==> config.mk <==
export PLATFORM = sky130hd
export DESIGN_NAME = cursor_line_edit_buffer
export DESIGN_NICKNAME = d
export VERILOG_FILES = /design/src/celb_pkg.sv /design/src/cursor_line_edit_buffer.sv /design/src/celb_ram.sv /design/src/celb_ctrl.sv /design/src/celb_dp.sv
export SDC_FILE = /design/constraint.sdc
export NUM_CORES = 1
export LEC_CHECK = 0
export BUFFER_PORTS_ARGS = -buffer_cell sky130_fd_sc_hd__buf_2
export CAP_MARGIN = 40
export CELL_PAD_IN_SITES_DETAIL_PLACEMENT = 1
export CELL_PAD_IN_SITES_GLOBAL_PLACEMENT = 1
export CORE_AREA = 2 2 304 306
export CTS_CLUSTER_SIZE = 25
export DETAILED_ROUTE_END_ITERATION = 12
export DIE_AREA = 0 0 306 308
export PLACE_DENSITY = 0.61
export SLEW_MARGIN = 0
export SYNTH_ARGS = -nofsm -noshare
export SYNTH_HDL_FRONTEND = slang
export SYNTH_HIERARCHICAL = 1
export SYNTH_SLANG_ARGS = --single-unit
export TNS_END_PERCENT = 50
==> constraint.sdc <==
create_clock -name clk_i -period 6.75 [get_ports clk_i]
set_input_delay 0.3375 -clock clk_i [delete_from_list [all_inputs] [get_ports clk_i]]
set_output_delay 0.3375 -clock clk_i [all_outputs]
set_load 0.01 [all_outputs]
==> src/celb_pkg.sv <==
// Package for the cursor line edit buffer: key codes, key classes,
// controller states and the command and status structs between controller and datapath.
// No dependencies.
package celb_pkg;

  localparam int unsigned CAPACITY_DEF = 64;
  localparam int unsigned KEY_W        = 8;
  localparam int unsigned CHAR_W       = 7;

  localparam logic [KEY_W-1:0] KEY_NEWLINE = 8'd10;
  localparam logic [KEY_W-1:0] KEY_BACK    = 8'd45;
  localparam logic [KEY_W-1:0] KEY_LEFT    = 8'd60;
  localparam logic [KEY_W-1:0] KEY_RIGHT   = 8'd62;

  typedef enum logic [2:0] {
    KC_OTHER,
    KC_NEWLINE,
    KC_BACK,
    KC_LEFT,
    KC_RIGHT,
    KC_INSERT
  } key_class_e;

  typedef enum logic [2:0] {
    S_IDLE,
    S_MOVE_L,
    S_MOVE_R,
    S_RD,
    S_LOAD,
    S_EMPTY
  } ctrl_state_e;

  typedef enum logic [2:0] {
    OP_HOLD,
    OP_INSERT,
    OP_BACK,
    OP_SHIFT_L,
    OP_SHIFT_R,
    OP_EMIT_START,
    OP_EMIT_LOAD,
    OP_EMIT_EMPTY
  } dp_op_e;

  typedef struct packed {
    dp_op_e op;
    logic   emit;
  } dp_cmd_t;

  typedef struct packed {
    logic lc_zero;
    logic rc_zero;
    logic lc_max;
    logic rc_max;
    logic buf_full;
    logic buf_empty;
    logic emit_last;
    logic out_free;
  } dp_status_t;

  function automatic key_class_e classify_key(input logic [KEY_W-1:0] k);
    key_class_e c;
    case (k) inside
      KEY_NEWLINE:                                   c = KC_NEWLINE;
      KEY_BACK:                                      c = KC_BACK;
      KEY_LEFT:                                      c = KC_LEFT;
      KEY_RIGHT:                                     c = KC_RIGHT;
      [8'd48:8'd57], [8'd65:8'd90], [8'd97:8'd122]: c = KC_INSERT;
      default:                                       c = KC_OTHER;
    endcase
    return c;
  endfunction

endpackage

==> src/cursor_line_edit_buffer.sv <==
// Top level of the cursor line edit buffer: controller and datapath.
// Depends on celb_pkg, celb_ctrl, celb_dp and celb_ram.
//
//   channel | signals                                  | direction
//   --------+------------------------------------------+----------
//   in      | in_valid_i, in_stall_o, key_code_i       | request in
//   out     | out_valid_o, out_stall_i, char_code_o,   | request out
//           | last_o, empty_res_o                      |
//
// Insert, backspace and ignored keys are handled in the idle state without stalling input; a cursor move
// stalls input for a stack RAM read, then a write to the other stack.
// A newline starts emission, then per character a RAM read and an output
// register load; an empty line loads the empty result. Input stalls during moves and emission.
// Reset clears both counts; no clearing pass, as stack RAM data above the counts is
// never used. A stalled output holds emission at the load step.
module cursor_line_edit_buffer #(
  parameter int unsigned CAPACITY = celb_pkg::CAPACITY_DEF
) (
  input  logic       clk_i,
  input  logic       rst_ni,
  input  logic       in_valid_i,
  output logic       in_stall_o,
  input  logic [7:0] key_code_i,
  output logic       out_valid_o,
  input  logic       out_stall_i,
  output logic [6:0] char_code_o,
  output logic       last_o,
  output logic       empty_res_o
);

  import celb_pkg::*;

  dp_cmd_t    cmd;
  dp_status_t status;

  celb_ctrl u_ctrl (
    .clk_i      (clk_i),
    .rst_ni     (rst_ni),
    .in_valid_i (in_valid_i),
    .in_stall_o (in_stall_o),
    .key_code_i (key_code_i),
    .status_i   (status),
    .cmd_o      (cmd)
  );

  celb_dp #(
    .CAPACITY (CAPACITY)
  ) u_dp (
    .clk_i       (clk_i),
    .rst_ni      (rst_ni),
    .key_code_i  (key_code_i),
    .cmd_i       (cmd),
    .status_o    (status),
    .out_valid_o (out_valid_o),
    .out_stall_i (out_stall_i),
    .char_code_o (char_code_o),
    .last_o      (last_o),
    .empty_res_o (empty_res_o)
  );

endmodule

==> src/celb_ram.sv <==
// Generic single-write, single-read RAM with registered read data.
// No dependencies.
module celb_ram #(
  parameter int unsigned WIDTH = 8,
  parameter int unsigned DEPTH = 64
) (
  input  logic                     clk_i,
  input  logic                     we_i,
  input  logic [$clog2(DEPTH)-1:0] waddr_i,
  input  logic [WIDTH-1:0]         wdata_i,
  input  logic [$clog2(DEPTH)-1:0] raddr_i,
  output logic [WIDTH-1:0]         rdata_o
);

  logic [WIDTH-1:0] mem_q [DEPTH];
  logic [WIDTH-1:0] rdata_q;

  always_ff @(posedge clk_i) begin
    if (we_i) begin
      mem_q[waddr_i] <= wdata_i;
    end
    rdata_q <= mem_q[raddr_i];
  end

  assign rdata_o = rdata_q;

endmodule

==> src/celb_ctrl.sv <==
// Controller for the cursor line edit buffer: decodes keys and sequences
// stack moves and line emission. Depends on celb_pkg.
module celb_ctrl (
  input  logic                  clk_i,
  input  logic                  rst_ni,
  input  logic                  in_valid_i,
  output logic                  in_stall_o,
  input  logic [7:0]            key_code_i,
  input  celb_pkg::dp_status_t  status_i,
  output celb_pkg::dp_cmd_t     cmd_o
);

  import celb_pkg::*;

  ctrl_state_e state_q, state_d;
  key_class_e  kc;

  assign kc = classify_key(key_code_i);

  always_ff @(posedge clk_i or negedge rst_ni) begin
    if (!rst_ni) begin
      state_q <= S_IDLE;
    end else begin
      state_q <= state_d;
    end
  end

  always_comb begin
    state_d     = state_q;
    cmd_o.op    = OP_HOLD;
    cmd_o.emit  = 1'b0;
    in_stall_o  = (state_q != S_IDLE);
    unique case (state_q)
      S_IDLE: begin
        if (in_valid_i) begin
          unique case (kc)
            KC_NEWLINE: begin
              if (status_i.buf_empty) begin
                state_d = S_EMPTY;
              end else begin
                cmd_o.op = OP_EMIT_START;
                state_d  = S_RD;
              end
            end
            KC_BACK: begin
              if (!status_i.lc_zero) cmd_o.op = OP_BACK;
            end
            KC_LEFT: begin
              if (!status_i.lc_zero && !status_i.rc_max) state_d = S_MOVE_L;
            end
            KC_RIGHT: begin
              if (!status_i.rc_zero && !status_i.lc_max) state_d = S_MOVE_R;
            end
            KC_INSERT: begin
              if (!status_i.buf_full) cmd_o.op = OP_INSERT;
            end
            default: ;
          endcase
        end
      end
      S_MOVE_L: begin
        cmd_o.op = OP_SHIFT_L;
        state_d  = S_IDLE;
      end
      S_MOVE_R: begin
        cmd_o.op = OP_SHIFT_R;
        state_d  = S_IDLE;
      end
      S_RD: begin
        cmd_o.emit = 1'b1;
        state_d    = S_LOAD;
      end
      S_LOAD: begin
        cmd_o.emit = 1'b1;
        if (status_i.out_free) begin
          cmd_o.op = OP_EMIT_LOAD;
          state_d  = status_i.emit_last ? S_IDLE : S_RD;
        end
      end
      S_EMPTY: begin
        if (status_i.out_free) begin
          cmd_o.op = OP_EMIT_EMPTY;
          state_d  = S_IDLE;
        end
      end
      default: state_d = S_IDLE;
    endcase
  end

endmodule

==> src/celb_dp.sv <==
// Datapath for the cursor line edit buffer: the two stack RAMs, their counts,
// the emission index and the output register. Depends on celb_pkg and celb_ram.
module celb_dp #(
  parameter int unsigned CAPACITY = celb_pkg::CAPACITY_DEF
) (
  input  logic                  clk_i,
  input  logic                  rst_ni,
  input  logic [7:0]            key_code_i,
  input  celb_pkg::dp_cmd_t     cmd_i,
  output celb_pkg::dp_status_t  status_o,
  output logic                  out_valid_o,
  input  logic                  out_stall_i,
  output logic [6:0]            char_code_o,
  output logic                  last_o,
  output logic                  empty_res_o
);

  import celb_pkg::*;

  localparam int unsigned CW = $clog2(CAPACITY + 1);
  localparam int unsigned AW = $clog2(CAPACITY);

  logic [CW-1:0]     lc_q, lc_d, rc_q, rc_d;
  logic [AW-1:0]     idx_q, idx_d;
  logic [CW-1:0]     idx_ext, total, lc_m1, rc_m1, rev_idx, total_m1;
  logic              emit_from_left;

  logic              left_we, right_we;
  logic [AW-1:0]     left_waddr, right_waddr, left_raddr, right_raddr;
  logic [CHAR_W-1:0] left_wdata, right_wdata, left_rdata, right_rdata;

  logic              out_valid_q, out_valid_d;
  logic [CHAR_W-1:0] char_q, char_d;
  logic              last_q, last_d, empty_q, empty_d;
  logic              out_free;

  assign idx_ext  = CW'(idx_q);
  assign total    = lc_q + rc_q;
  assign total_m1 = total - CW'(1);
  assign lc_m1    = lc_q - CW'(1);
  assign rc_m1    = rc_q - CW'(1);
  assign rev_idx  = total_m1 - idx_ext;
  assign emit_from_left = (idx_ext < lc_q);
  assign out_free = !out_valid_q || !out_stall_i;

  assign status_o.lc_zero   = (lc_q == '0);
  assign status_o.rc_zero   = (rc_q == '0);
  assign status_o.lc_max    = (lc_q == CW'(CAPACITY));
  assign status_o.rc_max    = (rc_q == CW'(CAPACITY));
  assign status_o.buf_full  = (total == CW'(CAPACITY));
  assign status_o.buf_empty = (total == '0);
  assign status_o.emit_last = (idx_ext == total_m1);
  assign status_o.out_free  = out_free;

  assign left_raddr  = cmd_i.emit ? idx_q : lc_m1[AW-1:0];
  assign right_raddr = cmd_i.emit ? rev_idx[AW-1:0] : rc_m1[AW-1:0];

  always_comb begin
    left_we     = 1'b0;
    right_we    = 1'b0;
    left_waddr  = lc_q[AW-1:0];
    right_waddr = rc_q[AW-1:0];
    left_wdata  = key_code_i[CHAR_W-1:0];
    right_wdata = left_rdata;
    lc_d        = lc_q;
    rc_d        = rc_q;
    idx_d       = idx_q;
    out_valid_d = out_valid_q && out_stall_i;
    char_d      = char_q;
    last_d      = last_q;
    empty_d     = empty_q;
    case (cmd_i.op)
      OP_INSERT: begin
        left_we = 1'b1;
        lc_d    = lc_q + CW'(1);
      end
      OP_BACK: begin
        lc_d = lc_m1;
      end
      OP_SHIFT_L: begin
        right_we = 1'b1;
        lc_d     = lc_m1;
        rc_d     = rc_q + CW'(1);
      end
      OP_SHIFT_R: begin
        left_we    = 1'b1;
        left_wdata = right_rdata;
        rc_d       = rc_m1;
        lc_d       = lc_q + CW'(1);
      end
      OP_EMIT_START: begin
        idx_d = '0;
      end
      OP_EMIT_LOAD: begin
        out_valid_d = 1'b1;
        char_d      = emit_from_left ? left_rdata : right_rdata;
        last_d      = status_o.emit_last;
        empty_d     = 1'b0;
        idx_d       = idx_q + AW'(1);
        if (status_o.emit_last) begin
          lc_d = '0;
          rc_d = '0;
        end
      end
      OP_EMIT_EMPTY: begin
        out_valid_d = 1'b1;
        char_d      = '0;
        last_d      = 1'b1;
        empty_d     = 1'b1;
      end
      default: ;
    endcase
  end

  always_ff @(posedge clk_i or negedge rst_ni) begin
    if (!rst_ni) begin
      lc_q        <= '0;
      rc_q        <= '0;
      idx_q       <= '0;
      out_valid_q <= 1'b0;
    end else begin
      lc_q        <= lc_d;
      rc_q        <= rc_d;
      idx_q       <= idx_d;
      out_valid_q <= out_valid_d;
    end
  end

  always_ff @(posedge clk_i) begin
    char_q  <= char_d;
    last_q  <= last_d;
    empty_q <= empty_d;
  end

  celb_ram #(
    .WIDTH (CHAR_W),
    .DEPTH (CAPACITY)
  ) u_left_ram (
    .clk_i   (clk_i),
    .we_i    (left_we),
    .waddr_i (left_waddr),
    .wdata_i (left_wdata),
    .raddr_i (left_raddr),
    .rdata_o (left_rdata)
  );

  celb_ram #(
    .WIDTH (CHAR_W),
    .DEPTH (CAPACITY)
  ) u_right_ram (
    .clk_i   (clk_i),
    .we_i    (right_we),
    .waddr_i (right_waddr),
    .wdata_i (right_wdata),
    .raddr_i (right_raddr),
    .rdata_o (right_rdata)
  );

  assign out_valid_o = out_valid_q;
  assign char_code_o = char_q;
  assign last_o      = last_q;
  assign empty_res_o = empty_q;

endmodule
==> results of run 1 <==
-- layer usage --
metal  wire [µm]  share of wire  up-vias  GRT usage
li1            -              -     8613          -
met5           0              0        -          0
met4        2940          0.030        0     0.0643
met2       49900           0.50      519      0.363
met3        3790          0.038      146     0.0270
met1       42400           0.43    10808      0.290
-- stage by stage --
step / hold WS (ps) / setup WS (ps)
global route: 188 / 268
floorplan: 41.9 / 1810
finish: 199 / 649
global placement: 393 / 991
CTS: 164 / 767
detailed placement: 408 / 751
-- sequential cells by signal, summed over array words and instances (netlist names) --
name / count
u_dp/u_left_ram/mem_q: 448
u_dp/u_right_ram/mem_q: 448
u_dp/char_code_o: 7
u_dp/lc_q: 7
u_dp/rc_q: 7
u_dp/u_left_ram/rdata_o: 7
u_dp/u_right_ram/rdata_o: 7
u_dp/idx_q: 6
u_ctrl/state_q: 3
u_dp/empty_res_o: 1
u_dp/last_o: 1
u_dp/out_valid_o: 1
-- Yosys cell counts (all sizes together), types with 12 or more instances --
cell type,n,area (µm²)
xnor2,12,105
o31ai,23,183
nand3,30,155
dfrtp,24,601
a21oi,31,159
dfxtp,14,280
edfxtp,905,27200
ha,24,300
nor2,180,686
inv,31,116
o21ai,48,240
o22ai,28,175
buf,63,455
mux2i,45,450
nand2b,19,119
nand2,85,322
o221ai,22,199
clkbuf,47,198
mux4,224,5040
nor3,27,140
a22oi,21,158
-- placed cells by master, fill, tap and decap left out, drive strengths merged, types with 27 or more instances in the layout --
cell and n:
edfxtp 905, mux4 224, nor2 180, clkbuf 118, nand2 85, buf 81
o21ai 48, mux2i 45, clkinv 38, inv 32, a21oi 31, nand3 30
o22ai 28, nor3 27
-- layout make-up --
cell class	instances	area, µm²	area share
clock buffers	118	2580	0.0591
clock inverters	56	626	0.0144
inverters	32	120	0.00276
multi-input cells	993	9990	0.229
flip-flops and latches	943	28100	0.644
well taps	1186	1480	0.0341
repair buffers	83	717	0.0165
-- critical path: stages (launching register included) --
cell	delay, ps
dfrtp_1	570
ha_1	340
fa_1	420
a211oi_2	300
nor2_2	100
a221o_1	370
or2_1	290
nor3b_1	190
nor4_1	410
nor2_1	80
o31ai_1	230
buf_4	230
nand2b_1	100
a21o_1	230
clkinv_1	270
nor2b_1	300
nand3_1	600
nor2_1	710
-- cell families after synthesis --
family	Yosys count	share of synthesized area
AO/OA/AOI/OAI	243	0.0440
XOR/XNOR	19	0.00449
adder cells (fa/ha/maj)	26	0.00879
buffers and inverters	142	0.0200
flip-flops	943	0.725
multiplexers	276	0.144
AND/OR/NAND/NOR	429	0.0541
-- power by group through the flow --
stage          Sequential [mW]  Clock [mW]  Combinational (mW)
2_1_floorplan             7.67           0                6.79
3_3_place_gp              7.50           0                10.4
3_5_place_dp              7.49           0                10.6
4_1_cts                   7.37        5.51                10.6
5_1_grt                   7.39        5.71                11.2
6_report                  7.37        5.40                10.5
-- worst paths after layout --
path                                                               end  slack [ps]  cells past startpoint
worst max-delay path            u_dp/u_left_ram/mem_q[62][3]$_DFFE_PP_         650                     17
worst min-delay path                     u_ctrl/state_q[1]$_DFFE_PN0P_         200                      4
worst max register to register  u_dp/u_left_ram/mem_q[62][3]$_DFFE_PP_         650                     17
worst min register to register              u_dp/out_valid_o$_DFF_PN0_         600                      2
max in group asynchronous                     u_dp/rc_q[2]$_DFFE_PN0P_        6060                      2
min in group asynchronous                    u_dp/idx_q[1]$_DFFE_PN0P_         260                      2
==> results.cfg, run 1 <==
[run_status]
status = finished, final reports clean

[sta]
fmax_mhz = 164
finalSetupViolations = 0
drv_slew = 0
finalCriticalPeriod_ps = 6100
min_period_over_period = 0.904
fin_skew_ps = 25.3
fin_setup_tns_ps = 0
hold_viol = 0
worstMarginPinSlew_ps = 965
rsz0062_at_grt = false
relSlewSlack = 0.351

[power_and_ir_drop]
vdd_drop_max_uv = 470
combPwrFrac = 0.451
leakage_nw = 13.9
p_seq_frac = 0.317
p_int_mw = 14.5
power_density_mw_per_mm2 = 534
sw_frac_of_total = 0.378
power_mw = 23.3
power_frac_clock = 0.232
p_sw_mw = 8.80

[worst_setup_path]
endpoint_kind = flop
crit_fanout = 15
crit_start = u_dp/lc_q[0]$_DFFE_PN0P_
worstPathArrival_ps = 6380
worstSetupPathType = flop to flop
critPathLaunchType = flop
crit_required_ps = 7030
rr_startpoint = u_dp/lc_q[0]$_DFFE_PN0P_

[layout]
fillerInstances = 8312
antenna_cells = 0
drive_gt1_frac = 0.227
syn2layout_area_growth_pct = 12.6
finalNetCount = 2187
final_util = 0.479
finalNonFillerCells = 3411
post-route-cell-area_mm2 = 0.0436

[floorplanning]
die_h_um = 308
ioPinCount = 23
num_rows = 111
initial_core_util = 0.426
fp.coreArea_mm2 = 0.0910
fp.dieW_um = 306
dieArea_mm2 = 0.0942

[placed_design]
placed_area_mm2 = 0.0404
placed_cells = 3235
place_congestion = 0.876
hpwl_mm = 61.8
port-buffer-count = 22

[flow_run]
cap_viol_max_count = 0

[synth]
synth-edff-count = 905
syn_inst = 2078
synth.avg_cell_area_um2 = 18.6
yosysSeqAreaShare = 0.725
ys_seq_elements = 943
synth_warnings = 6
syn-num-nets = 2116
yosysUniqueCellTypes = 89
async_flop_share = 0.0255
synthFlopType = edfxtp_1
syn_area_mm2 = 0.0387

[clock_network]
ctsResizeCount = 0
clk_root_buffer_cell = clkbuf_16
cts_max_path_buffers = 3
ctsHoldBuffers = 2
cts_tree = yes
worstSkewPairLatency_ps = 670
clock-sinks = 943
cts_setup_buffers = 0
cts_max_level = 3
clk_pin_slew_worst_paths_ps = 60
cts_buffers = 96

[global_routing]
antenna_found_initial = 0
grt_max_degree = 105
grt_use_total = 0.214
grt_pass1_wl_mm = 148
gr-total-overflow = 0
first_global_vias = 21188

[detailed_routing]
wl_mm = 99.1
drc = 0
dr.pass1.iters = 5
vias = 20086
viasPerCell = 5.89
postRouteAntennaNets = 0
initialDrtViolationCount = 1605
wl_per_cell_um = 29.0

[hold_path]
min_from = key_code_i[4]
hp-class = input pin to flop
Note: power is estimated with default switching activity, not from simulation.
==> run 2, diff against run 1 <==
BUFFER_PORTS_ARGS = not set   (was -buffer_cell sky130_fd_sc_hd__buf_2)
DONT_BUFFER_PORTS = 1   (was not set)
PLACE_DENSITY = 0.6   (was 0.61)
REMOVE_ABC_BUFFERS = 1   (was not set)
==> results.cfg, run 2 (synthesis results as in run 1) <==
[detailed_routing]
viasPerCell = 5.89
postRouteAntennaNets = 0
wl_per_cell_um = 29.2
wl_mm = 99.2
initialDrtViolationCount = 1889
dr.pass1.iters = 7
vias = 19996
drc = 0

[worst_setup_path]
endpoint_kind = flop
critPathLaunchType = flop
crit_family = simple AND/OR/NAND/NOR gates
crit_required_ps = 7030
worstPathArrival_ps = 6510
cp_cell_sequence = ha_1, fa_1, a211oi_2, nor2_2, a221o_1, or2_1, nor3b_1, nor4_1, nor2_1, o31ai_1, buf_4, nand2b_1, buf_4, a21o_1, clkinv_1, nor2b_1, nand3_1, nor2_1
crit_path_top_delay_cell = nor2_1
worstSetupPathType = flop to flop
cpPeakStageDelay_ps = 750
crit_fanout = 15
path_buf_inv = 3

[sta]
worstMarginPinSlew_ps = 945
finalCriticalPeriod_ps = 6220
fmax_mhz = 161
relSlewSlack = 0.370
fin_setup_tns_ps = 0
min_period_over_period = 0.922
fin_ws_ps = 525
fin_skew_ps = 33.7
hold_viol = 0
drv_slew = 0
rsz0062_at_grt = false
finalSetupViolations = 0

[layout]
layout_common_cells = edfxtp_1, mux4_2, nor2_1
largestRegisters = u_dp/u_left_ram/mem_q: 448 flops, u_dp/u_right_ram/mem_q: 448 flops
syn2layout_area_growth_pct = 12.3
mostFrequentLayoutCell = edfxtp_1
antenna_cells = 0
finalNetCount = 2167
drive_gt1_frac = 0.216

[power_and_ir_drop]
p_int_mw = 14.4
p_sw_mw = 8.83
vdd_drop_max_uv = 519
power_density_mw_per_mm2 = 533
p_seq_frac = 0.321
combPwrFrac = 0.442
leakage_nw = 13.8
power_frac_clock = 0.237
sw_frac_of_total = 0.381

[floorplanning]
fp.coreArea_mm2 = 0.0910
fp.dieW_um = 306
num_rows = 111
ioPinCount = 23
dieArea_mm2 = 0.0942
die_h_um = 308
initial_core_util = 0.426

[clock_network]
worstSkewPairLatency_ps = 680
clk_root_buffer_cell = clkbuf_16
cts_tree = yes
clock-sinks = 943
ctsResizeCount = 0
cts_max_path_buffers = 3
clk_pin_slew_worst_paths_ps = 60
cts_buffers = 101
cts_max_level = 3

[global_routing]
antenna_found_initial = 1
gr-total-overflow = 0
grt_use_total = 0.214
first_global_vias = 21083
grt_pass1_wl_mm = 147
grt_max_degree = 105

[hold_path]
hp-class = input pin to flop

[placed_design]
hpwl_mm = 60.7
dpl_worst_slack_ps = 609
port-buffer-count = 0
place_congestion = 0.845

[flow_run]
cap_viol_max_count = 0

[run_status]
status = finished, final reports clean
==> run 2: cell types whose count changed in the layout (fill, tap and decap cells not counted), moves of 2 or more <==
cell and delta:
clkinv_4 +3, inv_16 +2, clkbuf_16 +5, dlygate4sd3_1 +3, bufinv_16 -2, buf_4 -2
buf_2 -22, clkinv_1 +12, clkbuf_8 -7, buf_16 -2
==> run 2: per-stage QoR <==
stage               utilization  std cells  hold WS (ps)  total power, mW  area, µm²
floorplan                     -       1968          41.9             14.5      38100
global placement          0.441       3204          45.4             17.7      40100
detailed placement        0.441       3206          45.5             17.8      40100
CTS                       0.478       3397          7.67             23.4      43500
global route              0.478       3397          59.0             24.3      43500
finish                    0.478       3397          65.6             23.2      43500
==> run 2: final timing paths <==
kind | to | startpoint | slack [ps] | cells past startpoint
hold / removal | u_ctrl/state_q[1]$_DFFE_PN0P_ | key_code_i[4] | 70 | 4
setup / recovery | u_dp/u_left_ram/mem_q[22][3]$_DFFE_PP_ | u_dp/rc_q[0]$_DFFE_PN0P_ | 530 | 18
setup reg to reg | u_dp/u_left_ram/mem_q[22][3]$_DFFE_PP_ | u_dp/rc_q[0]$_DFFE_PN0P_ | 530 | 18
max in group asynchronous | u_ctrl/state_q[2]$_DFFE_PN0P_ | rst_ni | 6440 | 2
hold reg to reg | u_dp/char_code_o[0]$_SDFFCE_PP0P_ | u_dp/u_right_ram/rdata_o[0]$_DFF_P_ | 590 | 2
min in group asynchronous | u_dp/rc_q[1]$_DFFE_PN0P_ | rst_ni | 140 | 2
==> run 2: worst min-delay path, cell delays in order <==
cell and delay [ps]:
nand4b_1 80, o221ai_2 100, nand3_2 120, a21oi_1 50
==> run 2: repair_timing <==
| item | in CTS | in global routing |
|---|---|---|
| buffers inserted | 0 | 0 |
| hold endpoints to repair | 28 | 0 |
| hold buffers | 6 | 0 |
==> run 2: final cells by class <==
class / instances / area [µm²]
Clock buffer: 116 / 2610
Tap cell: 1186 / 1480
Clock inverter: 69 / 686
Multi-Input combinational cell: 993 / 9990
Fill cell: 8306 / 47500
Sequential cell: 943 / 28100
Inverter: 32 / 120
Timing Repair Buffer: 58 / 536
==> run 2: per-layer routing <==
| layer | wire, µm | share of wire | GRT usage | up-vias |
|---|---|---|---|---|
| met5 | 0 | 0 | 0 | - |
| met4 | 2130 | 0.021 | 0.0573 | 0 |
| met3 | 5220 | 0.053 | 0.0298 | 132 |
| met2 | 46500 | 0.47 | 0.333 | 579 |
| met1 | 45300 | 0.46 | 0.317 | 10712 |
| li1 | - | - | - | 8573 |
==> run 2: power by group through the flow <==
stage	registers [mW]	logic (mW)	clock network (mW)
6_report	7.44	10.2	5.50
5_1_grt	7.47	11.0	5.84
4_1_cts	7.44	10.3	5.64
3_5_place_dp	7.56	10.3	0
3_3_place_gp	7.55	10.1	0
2_1_floorplan	7.72	6.76	0
